`config.mk`:
```
export PLATFORM = sky130hd
export DESIGN_NAME = lsw_queue
export DESIGN_NICKNAME = d
export VERILOG_FILES = /design/src/lsw_pkg.sv /design/src/lsw_queue.sv
export SDC_FILE = /design/constraint.sdc
export NUM_CORES = 2
export LEC_CHECK = 0
export ABC_AREA = 0
export ABC_CLOCK_PERIOD_IN_PS = 26800
export BUFFER_PORTS_ARGS = -buffer_cell sky130_fd_sc_hd__buf_4
export CORE_MARGIN = 3
export CORE_UTILIZATION = 50
export DETAILED_ROUTE_END_ITERATION = 8
export GPL_TIMING_DRIVEN = 0
export PLACE_DENSITY = 0.66
export SKIP_CTS_REPAIR_TIMING = 1
export SLEW_MARGIN = 40
export SYNTH_ARGS = -nofsm -noshare
export SYNTH_HDL_FRONTEND = slang
export SYNTH_MEMORY_MAX_BITS = 65536
export SYNTH_SLANG_ARGS = --single-unit
```
`constraint.sdc`:
```
create_clock -name clk -period 26.8 [get_ports clk]
set_input_delay 1.34 -clock clk [delete_from_list [all_inputs] [get_ports clk]]
set_output_delay 1.34 -clock clk [all_outputs]
set_load 0.05 [all_outputs]
```
`src/lsw_pkg.sv`:
```
// Package for the Lagrange shape weight block: payload types and constants.
// No dependencies.
`timescale 1ns / 1ps
`default_nettype none
package lsw_pkg;
	typedef struct packed {
		logic signed [31:0] point_x;
		logic signed [31:0] point_y;
	} in_item_t;

	typedef struct packed {
		logic signed [31:0] weight;
		logic [3:0]         node_index;
		logic               last;
	} out_item_t;

	// Per-point job handed from front to back: axis weights, degree and 2D flag.
	typedef struct packed {
		logic signed [3:0][31:0] px;
		logic signed [3:0][31:0] py;
		logic [1:0]              deg;
		logic                    two_d;
	} job_t;

	localparam logic [2:0] REG_SPACE_DIM = 3'd0;
	localparam logic [2:0] REG_POLY_DEG  = 3'd1;
	localparam logic [2:0] REG_ORIGIN_X  = 3'd2;
	localparam logic [2:0] REG_ORIGIN_Y  = 3'd3;
	localparam logic [2:0] REG_IJ00      = 3'd4;
	localparam logic [2:0] REG_IJ01      = 3'd5;
	localparam logic [2:0] REG_IJ10      = 3'd6;
	localparam logic [2:0] REG_IJ11      = 3'd7;

	localparam logic signed [63:0] S32_MAX = 64'sd2147483647;
	localparam logic signed [63:0] S32_MIN = -64'sd2147483648;

	function automatic logic signed [31:0] sat32(input logic signed [63:0] v);
		if (v > S32_MAX) sat32 = 32'sh7fffffff;
		else if (v < S32_MIN) sat32 = 32'sh80000000;
		else sat32 = v[31:0];
	endfunction
endpackage
`default_nettype wire

```
`src/lsw_queue.sv`:
```
// Short job queue between front and back parts.
// Depends on lsw_pkg.
`timescale 1ns / 1ps
`default_nettype none
module lsw_queue #(
	parameter int DEPTH = 16
) (
	input  wire            clk,
	input  wire            arst_n,
	input  wire            wr,
	input  lsw_pkg::job_t  wdata,
	input  wire            rd,
	output lsw_pkg::job_t  rdata,
	output logic           not_empty,
	output logic [$clog2(DEPTH+1)-1:0] count
);
	import lsw_pkg::*;
	localparam int AW = $clog2(DEPTH);
	job_t mem_q [DEPTH];
	logic [AW-1:0] wp_q, rp_q;
	always_ff @(posedge clk or negedge arst_n) begin
		if (!arst_n) begin
			wp_q <= '0;
			rp_q <= '0;
			count <= '0;
		end else begin
			if (wr) wp_q <= (wp_q == AW'(DEPTH - 1)) ? '0 : wp_q + 1'b1;
			if (rd) rp_q <= (rp_q == AW'(DEPTH - 1)) ? '0 : rp_q + 1'b1;
			count <= count + (wr ? 1'b1 : 1'b0) - (rd ? 1'b1 : 1'b0);
		end
	end
	always_ff @(posedge clk) begin
		if (wr) mem_q[wp_q] <= wdata;
	end
	assign rdata = mem_q[rp_q];
	assign not_empty = (count != '0);
endmodule
`default_nettype wire

```
== Word level (Yosys, flattened, before mapping) ==
Memories as Yosys holds them, arrays and structs flattened.
Index checks and enable logic that the tools add are counted.

* Output and inout bits: 265
* Memory bits (writable): 4144
* Word-level logic and storage cells: 17
* Bits of input ports: 263
* Register bits: 13
* Memories kept: 1

{| class="wikitable"
|+ Memories
! name !! words !! width !! rd ports !! clocked after Yosys merged registers in !! wr ports !! line !! source
|-
| mem_q || 16 || 259 || 1 || 0 || 1 || lsw_queue.sv:19 || <nowiki>job_t mem_q [DEPTH];</nowiki>
|}

* Reduce and logical (&&, ||, !) cells: 1
* $add $sub $neg: 4
* Muxes and demuxes: 6
* Equal/unequal tests: 2

{| class="wikitable"
|+ Operators by type and width
! kind !! count
|-
| $add A4 B1 Y4 const B || 2
|-
| $eq A4 B4 Y1 const B || 2
|-
| $mux W4 || 2
|-
| $add A5 B1 Y5 || 1
|-
| $reduce_bool A5 Y1 || 1
|-
| $sub A5 B1 Y5 || 1
|-
| $mux W1 || 4
|}

== Depth between registers and ports, before layout ==
* Depth after elaboration: 3
* Depth in mapped cells: 10
* Gate-level depth less buffers: 10

== Least setup slack after synthesis ==
No wires, ideal clock.

* Kind: in2reg
* Start: in wr
* End: mem mem_q[3][0] (netlist name) (enable)
* Setup time: 1.196 ns
* Cell stages on the path: 3
* Buffers on the path: 1
* Required time: 25.604 ns
* Arrival: 19.204 ns
* Path slack: 6.400 ns
* Cell sequence: clkbuf_1 > nand2_1 > nor3_1

* Word-level cells in the longest chain between the ends: 2

{| class="wikitable"
|+ Ends and longest elaborated chain
! what !! line !! source
|-
| start, declared || lsw_queue.sv:10 || <nowiki>input wire wr,</nowiki>
|-
| $mux W1 || lsw_queue.sv:33 || <nowiki>if (wr) mem_q[wp_q] <= wdata;</nowiki>
|-
| $mux W1 (not written as such) || lsw_queue.sv:33 ||
|-
| end, declared || lsw_queue.sv:19 ||
|}

Every way passes these cells.

==> summary.md <==
| Metric | Value |
|---|---|
| Status | finished clean |
| Critical Path End Type | output pin |
| Layout area overhead | 19.1% |
| Worst-margin pin slew | 0.897 ns |
| Place WS | 21.59 ns |
| Worst path slowest cell | buf_2 |
| Vias per cell | 6.20 |
| Post-Syn Instances | 6974 |
| Num ports | 528 |
| Worst-path clk slew | 0.06 ns |
| Routed Antenna Nets | 0 |
| Layout cell share with drive strength beyond 1 | 30.1% |
| Most common cell on crit path | buf_2 |
| Synth top area share | 78.8% |
| Slew margin rel. | 40.2% |
| WP data arrival | 4.48 ns |
| DIE AREA | 323000 um2 |
| Post-synth cell types | 31 |
| Number of remaining DRC errors | 0 |
| Post-Layout Cell Count | 13000 |
| Post-layout power | 20.3 mW |
| Worst Skew | 0.0372 ns |
| Via count | 80400 |
| Initial core utilization | 50.4% |
| #FFs+latches synth | 4157 |
| CP Launch Type | register |
| Largest cells by area after synthesis | edfxtp_1 79%, mux4_2 11%, mux2i_1 4.9%, a32oi_1 1.4%, a22oi_1 1.2% |
| # port buffers | 527 |
| GRT met3 Usage | 6.14% |
| First-pass GRT wire length | 596000 um |
| GR peak layer | met2 |
| RSZ-0062 raised after global routing | false |
| Met2 Use GR | 41.9% |
| Cells after DPL | 12200 |
| Initial antenna violation count | 93 |
| Core ar. | 313000 um2 |
| Vias in the first global route | 81300 |
| H-tree depth | 5 |
| GRT Residual Overflow | 0 |
| Die width | 568 um |
| GRT met1 Usage | 34.9% |
| Synthesized area per cell | 22.6 um2 |
| GRT Total Usage | 25.8% |
| Routed length per placed instance | 32.4 um |
| TNS Setup | 0 ns |
| Final WL | 421000 um |
| Ys Warns | 0 |
| CP required | 25.46 ns |
| Commonest non-fill, non-tap cell in the layout | edfxtp_1 |
| Pre-antenna DRT Iters | 8 |
| Max VDD drop | 0.142 mV |
| CTS root buffer | clkbuf_16 |
| Final worst-path cycle share | 21.7% |
| Post-DP HPWL | 282000 um |
| Max Cap Violations | 0 |
| Final Max Tran Viols | 0 |
| Pwr dens | 108 nW/um2 |
| Final min period | 5.82 ns |
| Die height | 568 um |
| Worst skew pair latency | 0.93 ns |
| Cts bufs inserted | 416 |
| Leakage | 62.1 nW |
| HP Class | input pin to asynchronous set/reset pin |
| Peak Freq | 172 MHz |
| CTS tree | yes |
| CP Cell Sequence | buf_2, buf_2, clkbuf_1, mux4_2, a32oi_1, o21ai_1, buf_4 |
| Min setup slack post-route | 20.98 ns |
| CTS max path bufs | 4 |
| # setup viols final | 0 |
| Mapped Area | 158000 um2 |
| Crit Path Class | register to output pin |
| Hold Violations, Final | 0 |
| # rows | 205 |
| GP Congestion | 0.767 |
| Syn_nets | 7249 |
| Largest stage delay, worst path | 0.76 ns |
| Fin nets | 8724 |
| CTS Sinks | 4157 |
| Largest net degree at the start of global routing | 17 |
| Crit Path Max Fanout | 11 |
| Part of the Yosys area used for sequential elements | 79.0% |
| Iteration-0 DRC Markers | 10000 |
| Synth area leader | edfxtp_1 |
| Most frequent cells in the layout | 4144 x edfxtp_1, 778 x mux2i_1, 777 x mux4_2 |
==> where the power goes <==
group          switching, mW  internal [mW]  leakage (nW)  total (mW)
Clock                   2.42           3.17          6.39        5.59
Combinational           4.64           2.22          18.1        6.86
Sequential             0.114           7.77          37.6        7.88
==> per-stage QoR <==
step | cell area, um2 | hold slack [ns] | utilization, %
floorplan | 158000 | 0.538 | -
global placement | 167000 | 0.549 | 53.4
detailed placement | 175000 | 0.616 | 55.8
CTS | 188000 | 0.171 | 60.0
global route | 188000 | 0.214 | 60.0
finish | 188000 | 0.248 | 60.1
==> worst paths after layout <==
path,slack (ns),from,end,cells past startpoint
max in group asynchronous,26.30,arst_n,wp_q[1],1
worst max register to register,22.77,wp_q[0],mem_q[3][146],12
worst min-delay path,0.25,arst_n,count[0],1
worst min register to register,0.63,rp_q[2],rp_q[2],2
worst max-delay path,20.98,rp_q[1],rdata[182],7
min in group clk,0.63,rp_q[2],rp_q[2],2
==> kinds of logic after synthesis <==
logic type / count (synthesis) / synth area share (%)
AOI/OAI and AO/OA: 788 / 3.53
adders and majority gates: 12 / 0.0998
xor gates and xnor gates: 7 / 0.0388
DFF: 4157 / 79.0
and+or+nand+nor: 36 / 0.102
buffers and inverters: 418 / 1.23
muxes: 1556 / 16.0
==> metal layers <==
layer	wire (um)	share of wire, %
met4	13200	3.1
met2	207000	49
met1	161000	38
met5	455	0.11
met3	39600	9.4
==> state kept, by name (all words and copies together), names as in the netlist <==
signal / cells
rp_q: 4
wp_q: 4
mem_q: 4144
count: 5
==> synth_stat cells, drive strengths merged <==
| cell type | instances |
|---|---|
| a21o | 1 |
| a21oi | 4 |
| a22oi | 259 |
| a32oi | 259 |
| and2 | 1 |
| buf | 228 |
| clkbuf | 178 |
| dfrtp | 13 |
| edfxtp | 4144 |
| fa | 1 |
| ha | 11 |
| inv | 12 |
| mux2 | 1 |
| mux2i | 778 |
| mux4 | 777 |
| nand2 | 10 |
| nand2b | 2 |
| nand3 | 2 |
| nand4 | 1 |
| nor2 | 14 |
| nor2b | 1 |
| nor3 | 4 |
| o21ai | 264 |
| o21bai | 1 |
| or4b | 1 |
| xnor2 | 5 |
| xor2 | 2 |
==> cell type report <==
type / count / area (um2)
Buffer: 406 / 1990
Antenna cell: 47 / 118
Clock buffer: 506 / 10900
Multi-Input combinational cell: 2399 / 31400
Fill cell: 21800 / 125000
Sequential cell: 4157 / 125000
Inverter: 12 / 45.0
Timing Repair Buffer: 1057 / 11600
Clock inverter: 260 / 2220
Tap cell: 4140 / 5180
==> critical path: cells and delay by family (launching register included) <==
family,cells,cell delay [ns]
AO/OA/AOI/OAI,2,0.38
flip-flops,1,0.38
multiplexers,1,0.41
buffers and inverters,4,2.35
No activity file was read; power rests on OpenSTA's default activity.
