==> src/lsw_pkg.sv <==
// Package for the Lagrange shape weight block: payload types and constants.
// No dependencies.
`timescale 1ns / 1ps
`default_nettype none
package lsw_pkg;
	typedef struct packed {
		logic signed [31:0] point_x;
		logic signed [31:0] point_y;
	} in_item_t;

	typedef struct packed {
		logic signed [31:0] weight;
		logic [3:0]         node_index;
		logic               last;
	} out_item_t;

	// Per-point job handed from front to back: axis weights, degree and 2D flag.
	typedef struct packed {
		logic signed [3:0][31:0] px;
		logic signed [3:0][31:0] py;
		logic [1:0]              deg;
		logic                    two_d;
	} job_t;

	localparam logic [2:0] REG_SPACE_DIM = 3'd0;
	localparam logic [2:0] REG_POLY_DEG  = 3'd1;
	localparam logic [2:0] REG_ORIGIN_X  = 3'd2;
	localparam logic [2:0] REG_ORIGIN_Y  = 3'd3;
	localparam logic [2:0] REG_IJ00      = 3'd4;
	localparam logic [2:0] REG_IJ01      = 3'd5;
	localparam logic [2:0] REG_IJ10      = 3'd6;
	localparam logic [2:0] REG_IJ11      = 3'd7;

	localparam logic signed [63:0] S32_MAX = 64'sd2147483647;
	localparam logic signed [63:0] S32_MIN = -64'sd2147483648;

	function automatic logic signed [31:0] sat32(input logic signed [63:0] v);
		if (v > S32_MAX) sat32 = 32'sh7fffffff;
		else if (v < S32_MIN) sat32 = 32'sh80000000;
		else sat32 = v[31:0];
	endfunction
endpackage
`default_nettype wire

==> src/lsw_back.sv <==
// Back part: walks nodes of one job, forms 2D products, drives the result port.
// Depends on lsw_pkg.
`timescale 1ns / 1ps
`default_nettype none
module lsw_back #(
	parameter int WF = 24
) (
	input  wire                clk,
	input  wire                arst_n,
	input  wire                job_v,
	input  lsw_pkg::job_t      job,
	output logic               job_pop,
	output logic               out_valid,
	output lsw_pkg::out_item_t out_item,
	input  wire                out_stall
);
	import lsw_pkg::*;
	logic [1:0] ix_q, iy_q;
	logic [3:0] k_q;
	logic [1:0] n1;
	logic v_s1;
	logic signed [63:0] prod_s1;
	logic [3:0] k_s1;
	logic last_s1, two_d_s1;
	logic signed [31:0] px_s1;
	logic adv, last_node, ix_end;
	logic signed [63:0] rnd;

	assign n1 = job.deg;
	assign ix_end = (ix_q == n1);
	assign last_node = ix_end & (~job.two_d | (iy_q == n1));
	// stage 1 free when empty or moving into output
	assign adv = ~v_s1 | ~out_valid | ~out_stall;
	assign job_pop = job_v & adv & last_node;

	always_ff @(posedge clk or negedge arst_n) begin
		if (!arst_n) begin
			ix_q <= '0;
			iy_q <= '0;
			k_q <= '0;
			v_s1 <= 1'b0;
			out_valid <= 1'b0;
		end else begin
			if (~out_valid | ~out_stall) out_valid <= v_s1;
			if (adv) begin
				v_s1 <= job_v;
				if (job_v) begin
					if (last_node) begin
						ix_q <= '0;
						iy_q <= '0;
						k_q <= '0;
					end else begin
						ix_q <= ix_end ? 2'd0 : ix_q + 2'd1;
						iy_q <= ix_end ? iy_q + 2'd1 : iy_q;
						k_q <= k_q + 4'd1;
					end
				end
			end
		end
	end

	always_ff @(posedge clk) begin
		if (adv) begin
			prod_s1 <= $signed(job.px[ix_q]) * $signed(job.py[iy_q]);
			px_s1 <= job.px[ix_q];
			k_s1 <= k_q;
			last_s1 <= last_node;
			two_d_s1 <= job.two_d;
		end
		if (~out_valid | ~out_stall) begin
			out_item.weight <= two_d_s1 ? sat32(rnd) : px_s1;
			out_item.node_index <= k_s1;
			out_item.last <= last_s1;
		end
	end
	assign rnd = (prod_s1 + (64'sd1 <<< (WF - 1))) >>> WF;
endmodule
`default_nettype wire

==> config.mk <==
export PLATFORM = sky130hd
export DESIGN_NAME = lsw_back
export DESIGN_NICKNAME = d
export VERILOG_FILES = /design/src/lsw_pkg.sv /design/src/lsw_back.sv
export SDC_FILE = /design/constraint.sdc
export NUM_CORES = 2
export LEC_CHECK = 0
export BUFFER_PORTS_ARGS = -buffer_cell sky130_fd_sc_hd__clkbuf_2
export CORE_UTILIZATION = 59
export CTS_BUF_LIST = sky130_fd_sc_hd__clkbuf_8
export DETAILED_ROUTE_END_ITERATION = 16
export PLACE_DENSITY_LB_ADDON = 0.15
export REMOVE_ABC_BUFFERS = 1
export SLEW_MARGIN = 20
export SYNTH_ARGS = -nofsm -noshare
export SYNTH_HDL_FRONTEND = slang
export SYNTH_SLANG_ARGS = --single-unit
==> constraint.sdc <==
create_clock -name clk -period 9.35 [get_ports clk]
set_input_delay 1.87 -clock clk [delete_from_list [all_inputs] [get_ports clk]]
set_output_delay 1.87 -clock clk [all_outputs]
set_load 0.05 [all_outputs]
[After elaboration in Yosys (flattened, before gate mapping)]
Index checks and enable logic that the tools add are counted.
Word-level totals
  register bits after elaboration: 149
  bits in latches: 0
  bits in writable memories: 0
  bits in read-only memories: 0
  input port bits: 263
  output and inout bits: 39
  memories: 0
Operators by class
  add/sub/neg operators: 4
  multiply operators: 1
  divide/modulo/power cells: 0
  magnitude comparators: 4
  equality and inequality tests: 2
  shifts and indexed selects: 0
  muxes and demuxes: 12
  bitwise operators: 11
  reductions and logical operators: 3
Operators by type and width (number)
  $mux W32: 5
  $bmux W32 S2: 2
  $add A64 B25 Y64 const B: 1
  $mul A32 B32 Y64: 1
  $gt A40 B32 Y1 const B: 1
  $lt A40 B32 Y1 const B: 1
  $mux W2: 4
  $lt A2 B3 Y1 const B: 2
  $add A2 B1 Y2 const B: 2
  $add A4 B1 Y4 const B: 1
  $eq A2 B2 Y1: 2
  $mux W4: 1
  $not A1 Y1: 4
  $or A1 B1 Y1: 4
  $and A1 B1 Y1: 3
  $reduce_and A3 Y1: 1
  $reduce_and A2 Y1: 1
  $reduce_bool A2 Y1: 1

[Longest topological paths before layout]
  depth after elaboration: 5
  depth in mapped cells: 36
  depth with buffers taken out: 31

[Least setup slack after synthesis]
OpenSTA, ideal clock, no wires.
  kind: input to register
  from: in job[226] in the netlist's numbering
  to: reg prod_s1[61], data pin
  setup time: 262 ps
  data arrival time: 9851 ps
  required time: 9088 ps
  path slack: -762 ps
  cell stages on the path: 31
  cell sequence: mux2_2 > o21ai_1 > inv_1 > clkbuf_1 > nand2_1 > inv_1 > fa_1 > inv_1 > fa_1 > fa_1 > inv_1 > fa_1 > inv_1 > fa_1 > inv_1 > fa_1 > fa_1 > inv_1 > fa_1 > inv_1 > ha_1 > clkbuf_1 > a21o_1 > a21o_1 > a21oi_1 > a21oi_1 > nor2b_1 > a21oi_2 > a41o_1 > o31ai_1 > xnor2_1
Between the ends
  cells in the longest elaborated chain, start to end: 3
RTL lines
  start, declared: RTL line lsw_back.sv:11  | input lsw_pkg::job_t job,
  $bmux W32 S2: RTL line lsw_back.sv:64  | prod_s1 <= $signed(job.px[ix_q]) * $signed(job.py[iy_q]);
  $mux W32 (not written as such): RTL line lsw_back.sv:64
  $mul A32 B32 Y64: RTL line lsw_back.sv:64
  end signal, assigned: RTL line lsw_back.sv:64
  end, declared: RTL line lsw_back.sv:22  | logic signed [63:0] prod_s1;
Every way passes these cells. The select of a mux whose other input is x is not followed.
A chain may end at the register's enable or synchronous reset.

[Worst setup path after layout]
  from: in job[101] in the netlist's numbering
  to: reg prod_s1[62], data pin
The elaborated chain is that of the path after synthesis.

==> flow_summary.toml <==
[outcome]
outcome = "finished, final reports clean"

[cts]
cts_buffer_depth = 2
clkTransAtPathRegs_ns = 0.07
clock_latency_ns = 0.44
cts-root-buf = "clkbuf_8"
numCtsBuffers = 17
htreeDepth = 4
cts_tree = "yes"
clkSinkCount = 126

[placement]
routabilityCongestion = 1.03
port-buffer-count = 301
hpwlAfterDp_um = 123000

[routing]
remaining_drc_errors = 0
drt_iter0_markers = 2969
routed_wl_um = 141000
routedWlPerCell_um = 22.9
vias_per_cell = 5.57
drtAntennaViolNets = 0
dr.pass1.iters = 5
route.vias.total = 34300

[worst_setup_path]
critPathArrivalTime_ns = 9.44
path_buf_inv = 8
cp-end-kind = "flop"
critical-path-top-delay-family = "adder cells"
worst_ep_required_time_ns = 9.53
critPathMaxStageDelay_ns = 0.65
cp_max_fo = 6
rr_startpoint = "ix_q[1]$_DFFE_PN0P_"
critPathKind = "in -> reg"
cp-startpoint = "job[101]"
start_kind = "input pin"
slowest_stage = "fa_2"

[logic_synthesis]
yosys.area.top_type_share = 0.511
synth_flop_cell = "edfxtp_1"
yosysUniqueCellTypes = 79
synth_area_sq_um = 42300
ys_ff_latch = 126
synth_edf_count = 116
avgSynthCellArea_sq_um = 9.39
synth.area.top_cells = "fa_1 (51%), inv_1 (9.2%), edfxtp_1 (8.2%), ha_1 (5.4%), nand2_1 (5.2%)"
ys_warn_count = 0
yosysMostFrequentCell = "fa_1"
async_reset_ff_frac = 0.0794
synth_common_cells = "fa_1 (1081), inv_1 (1035), nand2_1 (587)"
yosysSeqAreaShare = 0.0882
synth_top_area_cell = "fa_1"
postSynthCellCount = 4507

[hold_path]
hp-class = "reg -> reg"
hold_path.startpoint = "k_s1[3]$_DFFE_PN_"

[timing]
hold_viol = 0
worst_pin_slew_ns = 1.09
max_freq_mhz = 108
setup_violations = 0
rsz0062_at_grt = "true"
slew_viol_final = 0
setup_tns_ns = 0
final.period_utilization = 0.990
max-slew-margin-rel = 0.274
fin_worst_skew_ns = 0.0146
finalCriticalPeriod_ns = 9.26

[global_route]
grt_max_degree = 83
first_global_vias = 36900
grt_pass1_wl_um = 216000
grt_usage = 0.400
antenna_found_initial = 8
gr-total-overflow = 0

[layout]
final_nets = 6735
multi_input_comb_area_sq_um = 34300
area_growth_pct = 19.3
final-seq-area_sq_um = 3750
n_fill_cell = 5556
final_layout_size_suffix_gt1_frac = 0.218

[die]
die_w_um = 270
rows = 97
core_sq_um = 70500
die_h_um = 270
die-area_sq_um = 72800
floorplan.initialDensity = 0.600
io_pins = 302

[job]
drv_cap = 0
kinds of logic after synthesis:
logic type / share of synthesized area
and+or+nand+nor: 0.130
buffers and inverters: 0.114
adders and majority gates: 0.565
AOI/OAI and AO/OA: 0.0496
DFF: 0.0882
muxes: 0.0341
xor gates and xnor gates: 0.0188
sequential cells by signal, indices dropped and copies added (netlist names), 2 cells and up:
name and cells:
prod_s1 41, out_item 37, px_s1 32, k_q 4, k_s1 4, ix_q 2
iy_q 2
placed cells by master, fill, tap and decap left out, drive strengths merged, types with 10 or more instances in the layout:
master and n:
buf 605, nand4 26, xor2 37, nand2b 15, edfxtp 116, clkbuf 319
nor2 526, nor3 13, o21ai 91, xnor2 54, o21a 23, fa 1081
ha 182, and3 49, a21oi 62, a31oi 10, nand2 588, nand3 22
a21o 52, mux2 57, a211o 33, and2 46, mux4 11, inv 1045
dfrtp 10, mux2i 57
metal layers:
metal	global-route usage	up-vias	part of all wire
li1	-	14700	-
met1	0.524	17300	0.38
met2	0.633	1850	0.45
met3	0.0912	438	0.11
met4	0.194	8	0.062
met5	0	-	0.00047
area by class of cell:
type,count,area share
Sequential cell,126,0.0743
Tap cell,940,0.0233
Timing Repair Buffer,906,0.138
Clock buffer,18,0.00491
Clock inverter,14,0.00235
Inverter,1049,0.0783
Antenna cell,1,0.0000496
Multi-Input combinational cell,3109,0.679
what timing repair did:
item	in CTS	in global routing
pin swaps	0	67
setup endpoints to repair	6	23
hold buffers	0	0
gates resized for setup	7	108
cloned	0	1
buffers inserted	0	32
path summary, 6_finish.rpt:
path	endpoint	slack (ns)	depth (start not counted)
worst max-delay path	prod_s1[62]$_DFFE_PN_	0.09	28
worst min-delay path	out_item[4]$_DFFE_PP_	0.42	0
worst max register to register	prod_s1[61]$_DFFE_PN_	0.33	30
worst min register to register	out_item[4]$_DFFE_PP_	0.42	0
max in group asynchronous	ix_q[0]$_DFFE_PN0P_	7.81	1
min in group asynchronous	k_q[3]$_DFFE_PN0P_	1.29	1
metrics by stage:
step	hold WS, ns	utilization	worst slack (ns)	instances	cell area (sq um)
floorplan	0.400	-	-1.47	4283	41400
global placement	0.402	0.699	-0.458	6097	49300
detailed placement	0.407	0.699	-0.634	6097	49300
CTS	0.423	0.705	0.0187	6129	49700
global route	0.427	0.716	-0.0602	6162	50500
finish	0.424	0.716	0.0941	6163	50500
Power is not shown: default switching activity piles up to over one toggle a cycle in this logic, so the estimate is an artifact.
